<file path="src/design/sd_card_spi_host_sequencer_macros.svh">
// Assertion helpers for the SD card SPI host sequencer
`ifndef SD_CARD_SPI_HOST_SEQUENCER_MACROS_SVH
`define SD_CARD_SPI_HOST_SEQUENCER_MACROS_SVH

// Check an implication on every clock edge outside reset
`define SDS_ASSERT_IMPL(label, ante, cons, msg) \
    label: assert property (@(posedge clk) disable iff (!rst_n) (ante) |-> (cons)) \
        else $error(msg);

// Check an implication in the cycle after the antecedent
`define SDS_ASSERT_NEXT(label, ante, cons, msg) \
    label: assert property (@(posedge clk) disable iff (!rst_n) (ante) |=> (cons)) \
        else $error(msg);

`endif

</file>
<file path="src/design/sds_pkg.sv">
`timescale 1ns / 1ps

package sds_pkg;

    localparam int BLOCK_BYTES_DEF        = 512;
    localparam int SYNC_BYTES_DEF         = 80;
    localparam int R1_POLL_LIMIT_DEF      = 8;
    localparam int IDLE_RETRY_LIMIT_DEF   = 10;
    localparam int OPCOND_RETRY_LIMIT_DEF = 100;

    localparam logic [3:0] STEP_DELAY = 4'd10;

    typedef enum logic [1:0] {
        MODE_REQUEST  = 2'd0,
        MODE_EXCHANGE = 2'd1,
        MODE_TICK     = 2'd2,
        MODE_NONE     = 2'd3
    } mode_t;

    typedef enum logic [1:0] {
        OP_INIT  = 2'd0,
        OP_READ  = 2'd1,
        OP_WRITE = 2'd2,
        OP_NONE  = 2'd3
    } op_t;

    typedef enum logic [1:0] {
        REG_BLOCK_ADDRESS   = 2'd0,
        REG_DATA_WAIT_LIMIT = 2'd1,
        REG_RESET_PULSE_MS  = 2'd2,
        REG_POWER_SETTLE_MS = 2'd3
    } reg_index_t;

    typedef enum logic [2:0] {
        C_CMD0   = 3'd0,
        C_CMD8   = 3'd1,
        C_CMD55  = 3'd2,
        C_ACMD41 = 3'd3,
        C_CMD58  = 3'd4,
        C_CMD17  = 3'd5,
        C_CMD24  = 3'd6,
        C_NONE   = 3'd7
    } cmd_t;

    localparam logic [7:0] IDLE_BYTE   = 8'hff;
    localparam logic [7:0] DATA_TOKEN  = 8'hfe;
    localparam logic [7:0] CRC_CMD0    = 8'h95;
    localparam logic [7:0] CRC_CMD8    = 8'h87;
    localparam logic [7:0] CRC_NONE    = 8'h01;
    localparam logic [7:0] ECHO_BYTE   = 8'haa;
    localparam logic [7:0] RESP_MASK   = 8'h1f;
    localparam logic [7:0] RESP_ACCEPT = 8'h05;
    localparam logic [7:0] R1_IDLE     = 8'h01;

    function automatic logic [7:0] lead_byte(input cmd_t c);
        case (c)
            C_CMD0:   lead_byte = 8'h40;
            C_CMD8:   lead_byte = 8'h48;
            C_CMD55:  lead_byte = 8'h77;
            C_ACMD41: lead_byte = 8'h69;
            C_CMD58:  lead_byte = 8'h7a;
            C_CMD17:  lead_byte = 8'h51;
            C_CMD24:  lead_byte = 8'h58;
            default:  lead_byte = 8'h40;
        endcase
    endfunction

    // byte k of the six-byte command frame
    function automatic logic [7:0] command_byte(input cmd_t c, input logic [2:0] k,
                                                input logic [31:0] addr);
        logic [31:0] arg;
        arg = 32'd0;
        if (c == C_CMD8)
            arg = 32'h0000_01aa;
        else if (c == C_CMD17 || c == C_CMD24)
            arg = addr;
        case (k)
            3'd0:    command_byte = lead_byte(c);
            3'd1:    command_byte = arg[31:24];
            3'd2:    command_byte = arg[23:16];
            3'd3:    command_byte = arg[15:8];
            3'd4:    command_byte = arg[7:0];
            default: command_byte = (c == C_CMD0) ? CRC_CMD0 :
                                    ((c == C_CMD8) ? CRC_CMD8 : CRC_NONE);
        endcase
    endfunction

endpackage

</file>
<file path="src/design/sd_card_spi_host_sequencer.sv">
`timescale 1ns / 1ps

// SD card SPI-mode host sequencer.
// Input channel (valid/ready): one event per transaction; mode selects an
// operation request (op), a finished SPI byte exchange (miso_byte, and
// write_byte as the next block byte) or a millisecond tick.
// Output channel (valid/ready): exactly one result per event: the next byte
// to shift (mosi_byte/send_valid), pin levels, block read data, byte_taken,
// done_res/status and the last R1 response.
// Config channel (valid/ready): index 0..3 writes block_address,
// data_wait_limit, reset_pulse_ms, power_settle_ms; always ready.
// A result is registered, valid in the cycle after its event is accepted.
// Throughput: one event per cycle; the state update is one pass of
// combinational logic from the state registers into the result register.
// When the receiver stalls, the result register holds and a new event is
// accepted only if the result register is empty or is taken that cycle.
// Reset: idle, card deselected, holder reset low, power on, R1 reads 0xff,
// registers at 2048, 1562, 75 and 250.

`include "sd_card_spi_host_sequencer_macros.svh"

module sd_card_spi_host_sequencer #(
    parameter int BLOCK_BYTES        = sds_pkg::BLOCK_BYTES_DEF,
    parameter int SYNC_BYTES         = sds_pkg::SYNC_BYTES_DEF,
    parameter int R1_POLL_LIMIT      = sds_pkg::R1_POLL_LIMIT_DEF,
    parameter int IDLE_RETRY_LIMIT   = sds_pkg::IDLE_RETRY_LIMIT_DEF,
    parameter int OPCOND_RETRY_LIMIT = sds_pkg::OPCOND_RETRY_LIMIT_DEF
) (
    input  logic        clk,
    input  logic        rst_n,
    input  logic        in_valid,
    output logic        in_ready,
    input  logic [1:0]  mode,
    input  logic [1:0]  op,
    input  logic [7:0]  miso_byte,
    input  logic [7:0]  write_byte,
    output logic        out_valid,
    input  logic        out_ready,
    output logic [7:0]  mosi_byte,
    output logic        send_valid,
    output logic        chip_select,
    output logic        card_reset,
    output logic        card_power,
    output logic [7:0]  read_byte,
    output logic        read_valid,
    output logic        byte_taken,
    output logic        done_res,
    output logic        status,
    output logic [7:0]  r1_response,
    input  logic        cfg_valid,
    output logic        cfg_ready,
    input  logic [1:0]  cfg_index,
    input  logic [31:0] cfg_data
);

    typedef enum logic [4:0] {
        PH_IDLE, PH_HOLD, PH_SETTLE, PH_PRESYNC, PH_SYNC, PH_OPEN0, PH_OPEN1,
        PH_CMD, PH_R1, PH_TAIL, PH_TOKEN, PH_RDATA, PH_WTOKEN, PH_WDATA,
        PH_CRC, PH_WRESP, PH_BUSY, PH_CLOSE0, PH_CLOSE1, PH_OPDELAY
    } phase_t;

    localparam int BW = $clog2(BLOCK_BYTES + SYNC_BYTES + 2);
    localparam int PW = 12;
    localparam int RW = 7;
    localparam logic [BW-1:0] BLOCK_LAST = BW'(BLOCK_BYTES - 1);
    localparam logic [BW-1:0] SYNC_END   = BW'(SYNC_BYTES + 1);
    localparam logic [PW-1:0] R1_LIMIT   = PW'(R1_POLL_LIMIT);
    localparam logic [RW-1:0] IDLE_LIM   = RW'(IDLE_RETRY_LIMIT);
    localparam logic [RW-1:0] OPC_LIM    = RW'(OPCOND_RETRY_LIMIT);

    logic [31:0]    addr_reg;
    logic [11:0]    wait_lim_reg;
    logic [7:0]     pulse_reg;
    logic [9:0]     settle_reg;

    phase_t         phase_reg, phase_next;
    logic [1:0]     cur_op_reg, cur_op_next;
    logic [BW-1:0]  idx_reg, idx_next;
    logic [PW-1:0]  poll_reg, poll_next;
    logic [RW-1:0]  retry_reg, retry_next;
    logic [9:0]     tick_reg, tick_next;
    logic [7:0]     r1_reg, r1_next;
    logic [7:0]     resp_reg, resp_next;
    sds_pkg::cmd_t  cmd_reg, cmd_next;
    logic           cs_reg, cs_next, rst_pin_reg, rst_pin_next, pwr_reg, pwr_next;

    logic [7:0]     o_mosi, o_read;
    logic           o_send, o_rvalid, o_taken, o_done, o_status;

    logic           valid_reg;
    logic           accept;
    logic [11:0]    wlim;
    logic [9:0]     target;
    logic           tick_wait;
    logic [PW-1:0]  poll_inc;
    logic [BW-1:0]  idx_inc;

    assign in_ready  = !valid_reg || out_ready;
    assign accept    = in_valid && in_ready;
    assign out_valid = valid_reg;
    assign cfg_ready = 1'b1;
    assign wlim      = (wait_lim_reg == 12'd0) ? 12'd1 : wait_lim_reg;
    assign poll_inc  = poll_reg + PW'(1);
    assign idx_inc   = idx_reg + BW'(1);

    always_comb
    begin
        tick_wait = 1'b1;
        case (phase_reg)
            PH_HOLD:    target = (pulse_reg == 8'd0) ? 10'd1 : {2'b00, pulse_reg};
            PH_SETTLE:  target = (settle_reg == 10'd0) ? 10'd1 : settle_reg;
            PH_PRESYNC: target = {6'd0, sds_pkg::STEP_DELAY};
            PH_OPDELAY: target = {6'd0, sds_pkg::STEP_DELAY};
            default:
            begin
                target    = 10'd1;
                tick_wait = 1'b0;
            end
        endcase
    end

    always_comb
    begin
        logic close_f, begin_f, fin;
        sds_pkg::cmd_t begin_id;
        phase_t p;
        close_f  = 1'b0;
        begin_f  = 1'b0;
        fin      = 1'b0;
        begin_id = sds_pkg::C_CMD0;
        p        = phase_reg;

        phase_next   = phase_reg;
        cur_op_next  = cur_op_reg;
        idx_next     = idx_reg;
        poll_next    = poll_reg;
        retry_next   = retry_reg;
        tick_next    = tick_reg;
        r1_next      = r1_reg;
        resp_next    = resp_reg;
        cmd_next     = cmd_reg;
        cs_next      = cs_reg;
        rst_pin_next = rst_pin_reg;
        pwr_next     = pwr_reg;
        o_mosi   = 8'd0;
        o_send   = 1'b0;
        o_read   = 8'd0;
        o_rvalid = 1'b0;
        o_taken  = 1'b0;
        o_done   = 1'b0;
        o_status = 1'b0;

        case (sds_pkg::mode_t'(mode))
            sds_pkg::MODE_REQUEST:
            begin
                if (p == PH_IDLE && sds_pkg::op_t'(op) != sds_pkg::OP_NONE)
                begin
                    cur_op_next = op;
                    if (sds_pkg::op_t'(op) == sds_pkg::OP_INIT)
                    begin
                        cs_next      = 1'b0;
                        rst_pin_next = 1'b1;
                        pwr_next     = 1'b0;
                        phase_next   = PH_HOLD;
                        tick_next    = 10'd0;
                    end
                    else
                    begin
                        begin_f  = 1'b1;
                        begin_id = (sds_pkg::op_t'(op) == sds_pkg::OP_READ) ?
                                   sds_pkg::C_CMD17 : sds_pkg::C_CMD24;
                    end
                end
            end
            sds_pkg::MODE_TICK:
            begin
                if (tick_wait)
                begin
                    if (tick_reg + 10'd1 < target)
                        tick_next = tick_reg + 10'd1;
                    else
                    begin
                        tick_next = 10'd0;
                        case (p)
                            PH_HOLD:
                            begin
                                rst_pin_next = 1'b0;
                                pwr_next     = 1'b1;
                                phase_next   = PH_SETTLE;
                            end
                            PH_SETTLE:  phase_next = PH_PRESYNC;
                            PH_PRESYNC:
                            begin
                                phase_next = PH_SYNC;
                                idx_next   = '0;
                                o_mosi     = sds_pkg::IDLE_BYTE;
                                o_send     = 1'b1;
                            end
                            default:
                            begin
                                // decide after the op-cond delay
                                begin_f = 1'b1;
                                if (r1_reg == 8'd0)
                                    begin_id = sds_pkg::C_CMD58;
                                else if (retry_reg >= OPC_LIM)
                                begin
                                    begin_f = 1'b0;
                                    fin     = 1'b1;
                                    o_status = 1'b1;
                                end
                                else
                                begin
                                    retry_next = retry_reg + RW'(1);
                                    begin_id   = sds_pkg::C_CMD55;
                                end
                            end
                        endcase
                    end
                end
            end
            sds_pkg::MODE_EXCHANGE:
            begin
                case (p)
                    PH_SYNC:
                    begin
                        idx_next = idx_inc;
                        if (idx_inc < SYNC_END)
                        begin
                            o_mosi = sds_pkg::IDLE_BYTE;
                            o_send = 1'b1;
                        end
                        else
                        begin
                            retry_next = '0;
                            begin_f    = 1'b1;
                            begin_id   = sds_pkg::C_CMD0;
                        end
                    end
                    PH_OPEN0:
                    begin
                        cs_next    = 1'b1;
                        phase_next = PH_OPEN1;
                        o_mosi     = sds_pkg::IDLE_BYTE;
                        o_send     = 1'b1;
                    end
                    PH_OPEN1:
                    begin
                        phase_next = PH_CMD;
                        idx_next   = '0;
                        o_mosi     = sds_pkg::command_byte(cmd_reg, 3'd0, addr_reg);
                        o_send     = 1'b1;
                    end
                    PH_CMD:
                    begin
                        idx_next = idx_inc;
                        o_send   = 1'b1;
                        if (idx_inc < BW'(6))
                            o_mosi = sds_pkg::command_byte(cmd_reg, idx_inc[2:0], addr_reg);
                        else
                        begin
                            phase_next = PH_R1;
                            poll_next  = '0;
                            o_mosi     = sds_pkg::IDLE_BYTE;
                        end
                    end
                    PH_R1:
                    begin
                        poll_next = poll_inc;
                        if (miso_byte != sds_pkg::IDLE_BYTE || poll_inc >= R1_LIMIT)
                        begin
                            r1_next   = miso_byte;
                            resp_next = miso_byte;
                            o_send    = 1'b1;
                            o_mosi    = sds_pkg::IDLE_BYTE;
                            if ((cmd_reg == sds_pkg::C_CMD8 || cmd_reg == sds_pkg::C_CMD58)
                                && miso_byte <= 8'd1)
                            begin
                                phase_next = PH_TAIL;
                                idx_next   = '0;
                            end
                            else if (cmd_reg == sds_pkg::C_CMD17
                                     && miso_byte != sds_pkg::IDLE_BYTE)
                            begin
                                phase_next = PH_TOKEN;
                                poll_next  = '0;
                            end
                            else if (cmd_reg == sds_pkg::C_CMD24 && miso_byte == 8'd0)
                            begin
                                phase_next = PH_WTOKEN;
                                o_mosi     = sds_pkg::DATA_TOKEN;
                            end
                            else
                                phase_next = PH_CLOSE0;
                        end
                        else
                        begin
                            o_mosi = sds_pkg::IDLE_BYTE;
                            o_send = 1'b1;
                        end
                    end
                    PH_TAIL:
                    begin
                        resp_next = miso_byte;
                        idx_next  = idx_inc;
                        if (idx_inc < BW'(4))
                        begin
                            o_mosi = sds_pkg::IDLE_BYTE;
                            o_send = 1'b1;
                        end
                        else
                            close_f = 1'b1;
                    end
                    PH_TOKEN:
                    begin
                        poll_next = poll_inc;
                        resp_next = miso_byte;
                        if (miso_byte == sds_pkg::DATA_TOKEN)
                        begin
                            phase_next = PH_RDATA;
                            idx_next   = '0;
                            o_mosi     = sds_pkg::IDLE_BYTE;
                            o_send     = 1'b1;
                        end
                        else if (miso_byte != sds_pkg::IDLE_BYTE || poll_inc >= wlim)
                            close_f = 1'b1;
                        else
                        begin
                            o_mosi = sds_pkg::IDLE_BYTE;
                            o_send = 1'b1;
                        end
                    end
                    PH_RDATA:
                    begin
                        o_read   = miso_byte;
                        o_rvalid = 1'b1;
                        o_mosi   = sds_pkg::IDLE_BYTE;
                        o_send   = 1'b1;
                        if (idx_reg < BLOCK_LAST)
                            idx_next = idx_inc;
                        else
                        begin
                            phase_next = PH_CRC;
                            idx_next   = '0;
                        end
                    end
                    PH_WTOKEN:
                    begin
                        phase_next = PH_WDATA;
                        idx_next   = '0;
                        o_mosi     = write_byte;
                        o_send     = 1'b1;
                        o_taken    = 1'b1;
                    end
                    PH_WDATA:
                    begin
                        o_send = 1'b1;
                        if (idx_reg < BLOCK_LAST)
                        begin
                            idx_next = idx_inc;
                            o_mosi   = write_byte;
                            o_taken  = 1'b1;
                        end
                        else
                        begin
                            phase_next = PH_CRC;
                            idx_next   = '0;
                            o_mosi     = sds_pkg::IDLE_BYTE;
                        end
                    end
                    PH_CRC:
                    begin
                        idx_next = idx_inc;
                        if (idx_inc < BW'(2))
                        begin
                            o_mosi = sds_pkg::IDLE_BYTE;
                            o_send = 1'b1;
                        end
                        else if (sds_pkg::op_t'(cur_op_reg) == sds_pkg::OP_WRITE)
                        begin
                            phase_next = PH_WRESP;
                            poll_next  = '0;
                            o_mosi     = sds_pkg::IDLE_BYTE;
                            o_send     = 1'b1;
                        end
                        else
                            close_f = 1'b1;
                    end
                    PH_WRESP:
                    begin
                        poll_next = poll_inc;
                        resp_next = miso_byte;
                        if (miso_byte != sds_pkg::IDLE_BYTE)
                        begin
                            if ((miso_byte & sds_pkg::RESP_MASK) == sds_pkg::RESP_ACCEPT)
                            begin
                                phase_next = PH_BUSY;
                                poll_next  = '0;
                                o_mosi     = sds_pkg::IDLE_BYTE;
                                o_send     = 1'b1;
                            end
                            else
                                close_f = 1'b1;
                        end
                        else if (poll_inc >= wlim)
                            close_f = 1'b1;
                        else
                        begin
                            o_mosi = sds_pkg::IDLE_BYTE;
                            o_send = 1'b1;
                        end
                    end
                    PH_BUSY:
                    begin
                        poll_next = poll_inc;
                        if (miso_byte != 8'd0 || poll_inc >= wlim)
                            close_f = 1'b1;
                        else
                        begin
                            o_mosi = sds_pkg::IDLE_BYTE;
                            o_send = 1'b1;
                        end
                    end
                    PH_CLOSE0:
                    begin
                        cs_next    = 1'b0;
                        phase_next = PH_CLOSE1;
                        o_mosi     = sds_pkg::IDLE_BYTE;
                        o_send     = 1'b1;
                    end
                    PH_CLOSE1:
                    begin
                        case (cmd_reg)
                            sds_pkg::C_CMD0:
                            begin
                                begin_f = 1'b1;
                                if (r1_reg == sds_pkg::R1_IDLE)
                                begin
                                    retry_next = '0;
                                    begin_id   = sds_pkg::C_CMD8;
                                end
                                else if (retry_reg >= IDLE_LIM)
                                begin
                                    begin_f  = 1'b0;
                                    fin      = 1'b1;
                                    o_status = 1'b1;
                                end
                                else
                                begin
                                    retry_next = retry_reg + RW'(1);
                                    begin_id   = sds_pkg::C_CMD0;
                                end
                            end
                            sds_pkg::C_CMD8:
                            begin
                                if (r1_reg == sds_pkg::R1_IDLE && resp_reg == sds_pkg::ECHO_BYTE)
                                begin
                                    retry_next = '0;
                                    begin_f    = 1'b1;
                                    begin_id   = sds_pkg::C_CMD55;
                                end
                                else
                                begin
                                    fin      = 1'b1;
                                    o_status = 1'b1;
                                end
                            end
                            sds_pkg::C_CMD55:
                            begin
                                if (r1_reg < 8'd2)
                                begin
                                    begin_f  = 1'b1;
                                    begin_id = sds_pkg::C_ACMD41;
                                end
                                else
                                begin
                                    phase_next = PH_OPDELAY;
                                    tick_next  = 10'd0;
                                end
                            end
                            sds_pkg::C_ACMD41:
                            begin
                                phase_next = PH_OPDELAY;
                                tick_next  = 10'd0;
                            end
                            default: fin = 1'b1;
                        endcase
                    end
                    default: ;
                endcase
            end
            default: ;
        endcase

        if (begin_f)
        begin
            cmd_next   = begin_id;
            phase_next = PH_OPEN0;
            o_mosi     = sds_pkg::IDLE_BYTE;
            o_send     = 1'b1;
        end
        if (close_f)
        begin
            phase_next = PH_CLOSE0;
            o_mosi     = sds_pkg::IDLE_BYTE;
            o_send     = 1'b1;
        end
        if (fin)
        begin
            phase_next = PH_IDLE;
            o_done     = 1'b1;
        end
    end

    always_ff @(posedge clk or negedge rst_n)
    begin
        if (!rst_n)
        begin
            addr_reg     <= 32'd2048;
            wait_lim_reg <= 12'd1562;
            pulse_reg    <= 8'd75;
            settle_reg   <= 10'd250;
            phase_reg    <= PH_IDLE;
            cur_op_reg   <= 2'd0;
            idx_reg      <= '0;
            poll_reg     <= '0;
            retry_reg    <= '0;
            tick_reg     <= 10'd0;
            r1_reg       <= 8'hff;
            resp_reg     <= 8'd0;
            cmd_reg      <= sds_pkg::C_CMD0;
            cs_reg       <= 1'b0;
            rst_pin_reg  <= 1'b0;
            pwr_reg      <= 1'b1;
            valid_reg    <= 1'b0;
        end
        else
        begin
            if (cfg_valid)
            begin
                case (sds_pkg::reg_index_t'(cfg_index))
                    sds_pkg::REG_BLOCK_ADDRESS:   addr_reg     <= cfg_data;
                    sds_pkg::REG_DATA_WAIT_LIMIT: wait_lim_reg <= cfg_data[11:0];
                    sds_pkg::REG_RESET_PULSE_MS:  pulse_reg    <= cfg_data[7:0];
                    sds_pkg::REG_POWER_SETTLE_MS: settle_reg   <= cfg_data[9:0];
                    default: ;
                endcase
            end
            if (accept)
            begin
                phase_reg   <= phase_next;
                cur_op_reg  <= cur_op_next;
                idx_reg     <= idx_next;
                poll_reg    <= poll_next;
                retry_reg   <= retry_next;
                tick_reg    <= tick_next;
                r1_reg      <= r1_next;
                resp_reg    <= resp_next;
                cmd_reg     <= cmd_next;
                cs_reg      <= cs_next;
                rst_pin_reg <= rst_pin_next;
                pwr_reg     <= pwr_next;
                valid_reg   <= 1'b1;
            end
            else if (out_ready)
                valid_reg <= 1'b0;
        end
    end

    // result payload holds while stalled
    always_ff @(posedge clk)
    begin
        if (accept)
        begin
            mosi_byte  <= o_mosi;
            send_valid <= o_send;
            read_byte  <= o_read;
            read_valid <= o_rvalid;
            byte_taken <= o_taken;
            done_res   <= o_done;
            status     <= o_status;
        end
    end

    assign chip_select = cs_reg;
    assign card_reset  = rst_pin_reg;
    assign card_power  = pwr_reg;
    assign r1_response = r1_reg;

    `SDS_ASSERT_IMPL(a_status_with_done, out_valid && status, done_res,
                     "status set without done")
    `SDS_ASSERT_IMPL(a_idle_on_done, out_valid && done_res, phase_reg == PH_IDLE,
                     "done while not idle")
    `SDS_ASSERT_NEXT(a_stall_holds, out_valid && !out_ready, out_valid,
                     "result dropped while stalled")
    `SDS_ASSERT_IMPL(a_read_sends, out_valid && read_valid, send_valid,
                     "read byte without next exchange")

endmodule

</file>
<file path="config.mk">
export PLATFORM = sky130hd
export DESIGN_NAME = sd_card_spi_host_sequencer
export DESIGN_NICKNAME = d
export VERILOG_FILES = /design/src/design/sds_pkg.sv /design/src/design/sd_card_spi_host_sequencer.sv
export VERILOG_INCLUDE_DIRS = /design/src /design/src/design
export SDC_FILE = /design/constraint.sdc
export NUM_CORES = 1
export LEC_CHECK = 0
export ABC_AREA = 1
export BUFFER_PORTS_ARGS = -buffer_cell sky130_fd_sc_hd__buf_4
export CAP_MARGIN = 20
export CORE_UTILIZATION = 28
export CTS_CLUSTER_DIAMETER = 60
export DETAILED_ROUTE_END_ITERATION = 8
export PLACE_DENSITY_LB_ADDON = 0.05
export RECOVER_POWER = 50
export SETUP_SLACK_MARGIN = 0.2
export SLEW_MARGIN = 20
export SYNTH_ARGS = -nofsm -noshare
export SYNTH_HDL_FRONTEND = slang
export SYNTH_SLANG_ARGS = --single-unit
</file>
<file path="constraint.sdc">
create_clock -name clk -period 6.4 [get_ports clk]
set_input_delay 0.64 -clock clk [delete_from_list [all_inputs] [get_ports clk]]
set_output_delay 0.64 -clock clk [all_outputs]
set_load 0.05 [all_outputs]
</file>
==> results.md <==
* Outcome: finished with violations
* Failing checks: max-capacitance violations, max-slew violations
* XOR/XNOR Fraction of Synth Area at 0.0129
* Layout cells sized above 1 at 0.167
* Asr flop ratio synth at 0.862
* Endpoint class of the critical path: flop
* Flops & latches, synth at approximately 150
* Post-synth cell types at 55
* Power Total at between 3000 and 4000 µW
* Critical Path Source Type: flop
* R2R setup slack at 2840 ps
* Max-slew headroom at -0.993
* Top area cells in the synthesized netlist: dfrtp_1 28%, nand2_1 12%, inv_1 6.9%
* Ys flop type: dfrtp_1
* RSZ-0062 raised after global routing: no
* CP endpoint: mosi_byte[1]
* Final Util at 0.336
* Initial Utilization at 0.284
* Initial antenna violation count at 0
* Clock Path Buffers at 2
* Grt met2 use at 0.282
* Rows at 67
* Nets@finish at 1438
* HP Class: input pin to asynchronous set/reset pin
* Mapped Nets at 1345
* Die Height at between 150 and 200 µm
* Clk sinks at ~150
* Minimum clock period at roughly 3600 ps
* Compound-Gate Fraction of Synth Area at 0.139
* GRT Resource Usage Total at 0.181
* Root Driver: clkbuf_16
* TritonCTS clock tree: done
* Final Max Tran Viols at approximately 100
* R2r endpoint: mosi_byte[1]
* Number of buffers created by CTS at 17
* First-pass GRT wire length at between 40000 and 50000 µm
* Crit path from: poll_reg[0]
* Met3 usage at 0.0316
* CTS HTree Levels at 4
* Worst Max-Slew Pin Slew at about 3000 ps
* Largest family of logic cells by synthesized area: simple AND/OR/NAND/NOR gates
* Top Ports at 94
* P&R area growth vs syn at 18.3%
* Total number of vias at about 8.5k
* Setup TNS Final at 0 ps
* Top achievable clock speed at ~0.28 GHz
* Total gr overflow at 0
* WP data required at between 6000 and 7000 ps
* Syn_area_per_cell at ~7.6 µm²
* Vias in the first global route at around 8.5k
* CP max FO at 9
* Post-CTS Setup Inserts at 0
* Multiplexer share of the synthesized area at 0.0189
* Pwr/cell area at 332 nW/µm²
* Vias per cell at ~4.7
* RR Startpoint: poll_reg[0]
* WP data arrival at 3740 ps
* Post-cts resize count at 0
* Yosys top cell area share at 0.279
* Remaining DRCs at 0
* Hold_buf cts at 0
* Routing usage on met1 at 0.253
* Core Box Area at ~34000 µm²
* Final Cell Area at approximately 11000 µm²
* EDFF count, synth at 21
* VDD IR max at 197 µV
* Final WL at approximately 30000 µm
* Reg2Reg Depth at 20
* Ys Warns at 0
* Cells after Synth at 1251
* DP HPWL at roughly 24000 µm
* Clock insertion delay at the later pin of the skew report at approximately 450 ps
* Leak at 0.00542 µW
* First drt pass iteration count at 7
* Die area at 34700 µm²
* Fin Clk Skew at 11.2 ps
* Cell Area, Synth at approximately 9500 µm²
* Area leader, netlist: dfrtp_1
* Simple-gate share of the synthesized area at 0.283
* Max Cap Viol at 2
* Initial DRC count at approximately 500
* Routability cong. at a little over 0.9
* Final setup vio count at 0
* DIE WIDTH at 186 µm
* Tcrit/Tclk final at 0.556
* Largest net degree at the start of global routing at just over 80
* ANT nets after route at 0
* Routed wire per std cell at roughly 17 µm
* Antenna cell count at 0
* Placed inst area at between 10000 and 15000 µm²
* Final hold violations at 0
* Grt peak-use layer: met2
* Port Buffers at between 90 and 100
* Max FFs per register at 32
* Clk pin slew, worst setup/hold paths at about 70 ps
* Adder-cell area share of the yosys netlist at 0.0460
* Commonest cells in the netlist: 293 x nand2_1, 176 x inv_1, 111 x nor2_1, 111 x o21ai_0, 106 x dfrtp_1
* Count leader, synth: nand2_1
* Critical path class: flop to flop
* Sequential-to-total area share from yosys stat at 0.414
[per-stage QoR]
stage          setup WS, ps  hold slack, ps  std cells
6_report               2840             214       1805
2_1_floorplan          3460             344       1251
3_5_place_dp           2840             473       1773
4_1_cts                2810             266       1805
5_1_grt                2100             275       1805
3_3_place_gp           2800             468       1773
[power breakdown]
group / internal [µW] / switching (µW)
clock: 578 / 434
sequential: 1180 / 170
combinational: 430 / 948
[cell usage in the layout (no fill, tap or decap), drive strengths merged, types with 3 or more instances in the layout]
| cell | instances |
|---|---|
| nand2 | 309 |
| inv | 189 |
| o21ai | 130 |
| nor2 | 128 |
| dfrtp | 106 |
| buf | 92 |
| nand3 | 88 |
| a21oi | 39 |
| ha | 35 |
| nand4 | 34 |
| nor3 | 26 |
| clkbuf | 26 |
| dfstp | 25 |
| edfxtp | 21 |
| mux2 | 16 |
| xor2 | 14 |
| o22ai | 12 |
| a31oi | 7 |
| nor4 | 7 |
| a32oi | 6 |
| o211ai | 6 |
| a22o | 5 |
| clkinvlp | 4 |
| clkinv | 4 |
| o31ai | 3 |
[per-layer routing]
metal	routed length, µm	vias to the layer above	share of wire
li1	-	4327	-
met1	15000	4002	0.50
met2	13600	165	0.45
met3	1050	27	0.035
met4	595	0	0.020
met5	0	-	0
[worst min-delay path by stage]
stage                     start  slack (ps)  cells past startpoint      endpoint
floorplan                 rst_n         340                      0   addr_reg[0]
global placement    resp_reg[2]         470                      2   resp_reg[2]
detailed placement  resp_reg[1]         470                      2   resp_reg[1]
CTS                       rst_n         270                      1  addr_reg[15]
global route              rst_n         270                      1  addr_reg[29]
finish                    rst_n         210                      1  addr_reg[29]
[kinds of logic after synthesis]
kind of cell,after synthesis
buf+inv,210
mux,16
compound gates,225
other cells,1
flops,152
fa+ha+maj,35
xor+xnor,14
simple gates,598
[layout make-up]
class                      instances  area [µm²]
sequential                       152        3940
clock inverter                    10        92.6
inverter                         188         706
fill                            3664       22300
tap                              448         561
timing repair buffer              96         709
multi-input combinational        889        4770
clock buffer                      22         485
[worst max-delay path: stages, from the launching register on]
cell and delay [ps]:
dfrtp_1 440, ha_1 240, nand3_2 120, nor2_4 140, xor2_1 340, inv_1 90
ha_1 290, nand2_1 100, inv_1 50, nand2_1 50, a21oi_1 60, nor2_1 120
nand4_1 190, nand2_1 140, nor2_1 50, nor2_1 110, nand3_2 140, nand2_4 120
nand2_2 90, a21oi_4 280, o21ai_1 140
Note: power is estimated with default switching activity, not from simulation.
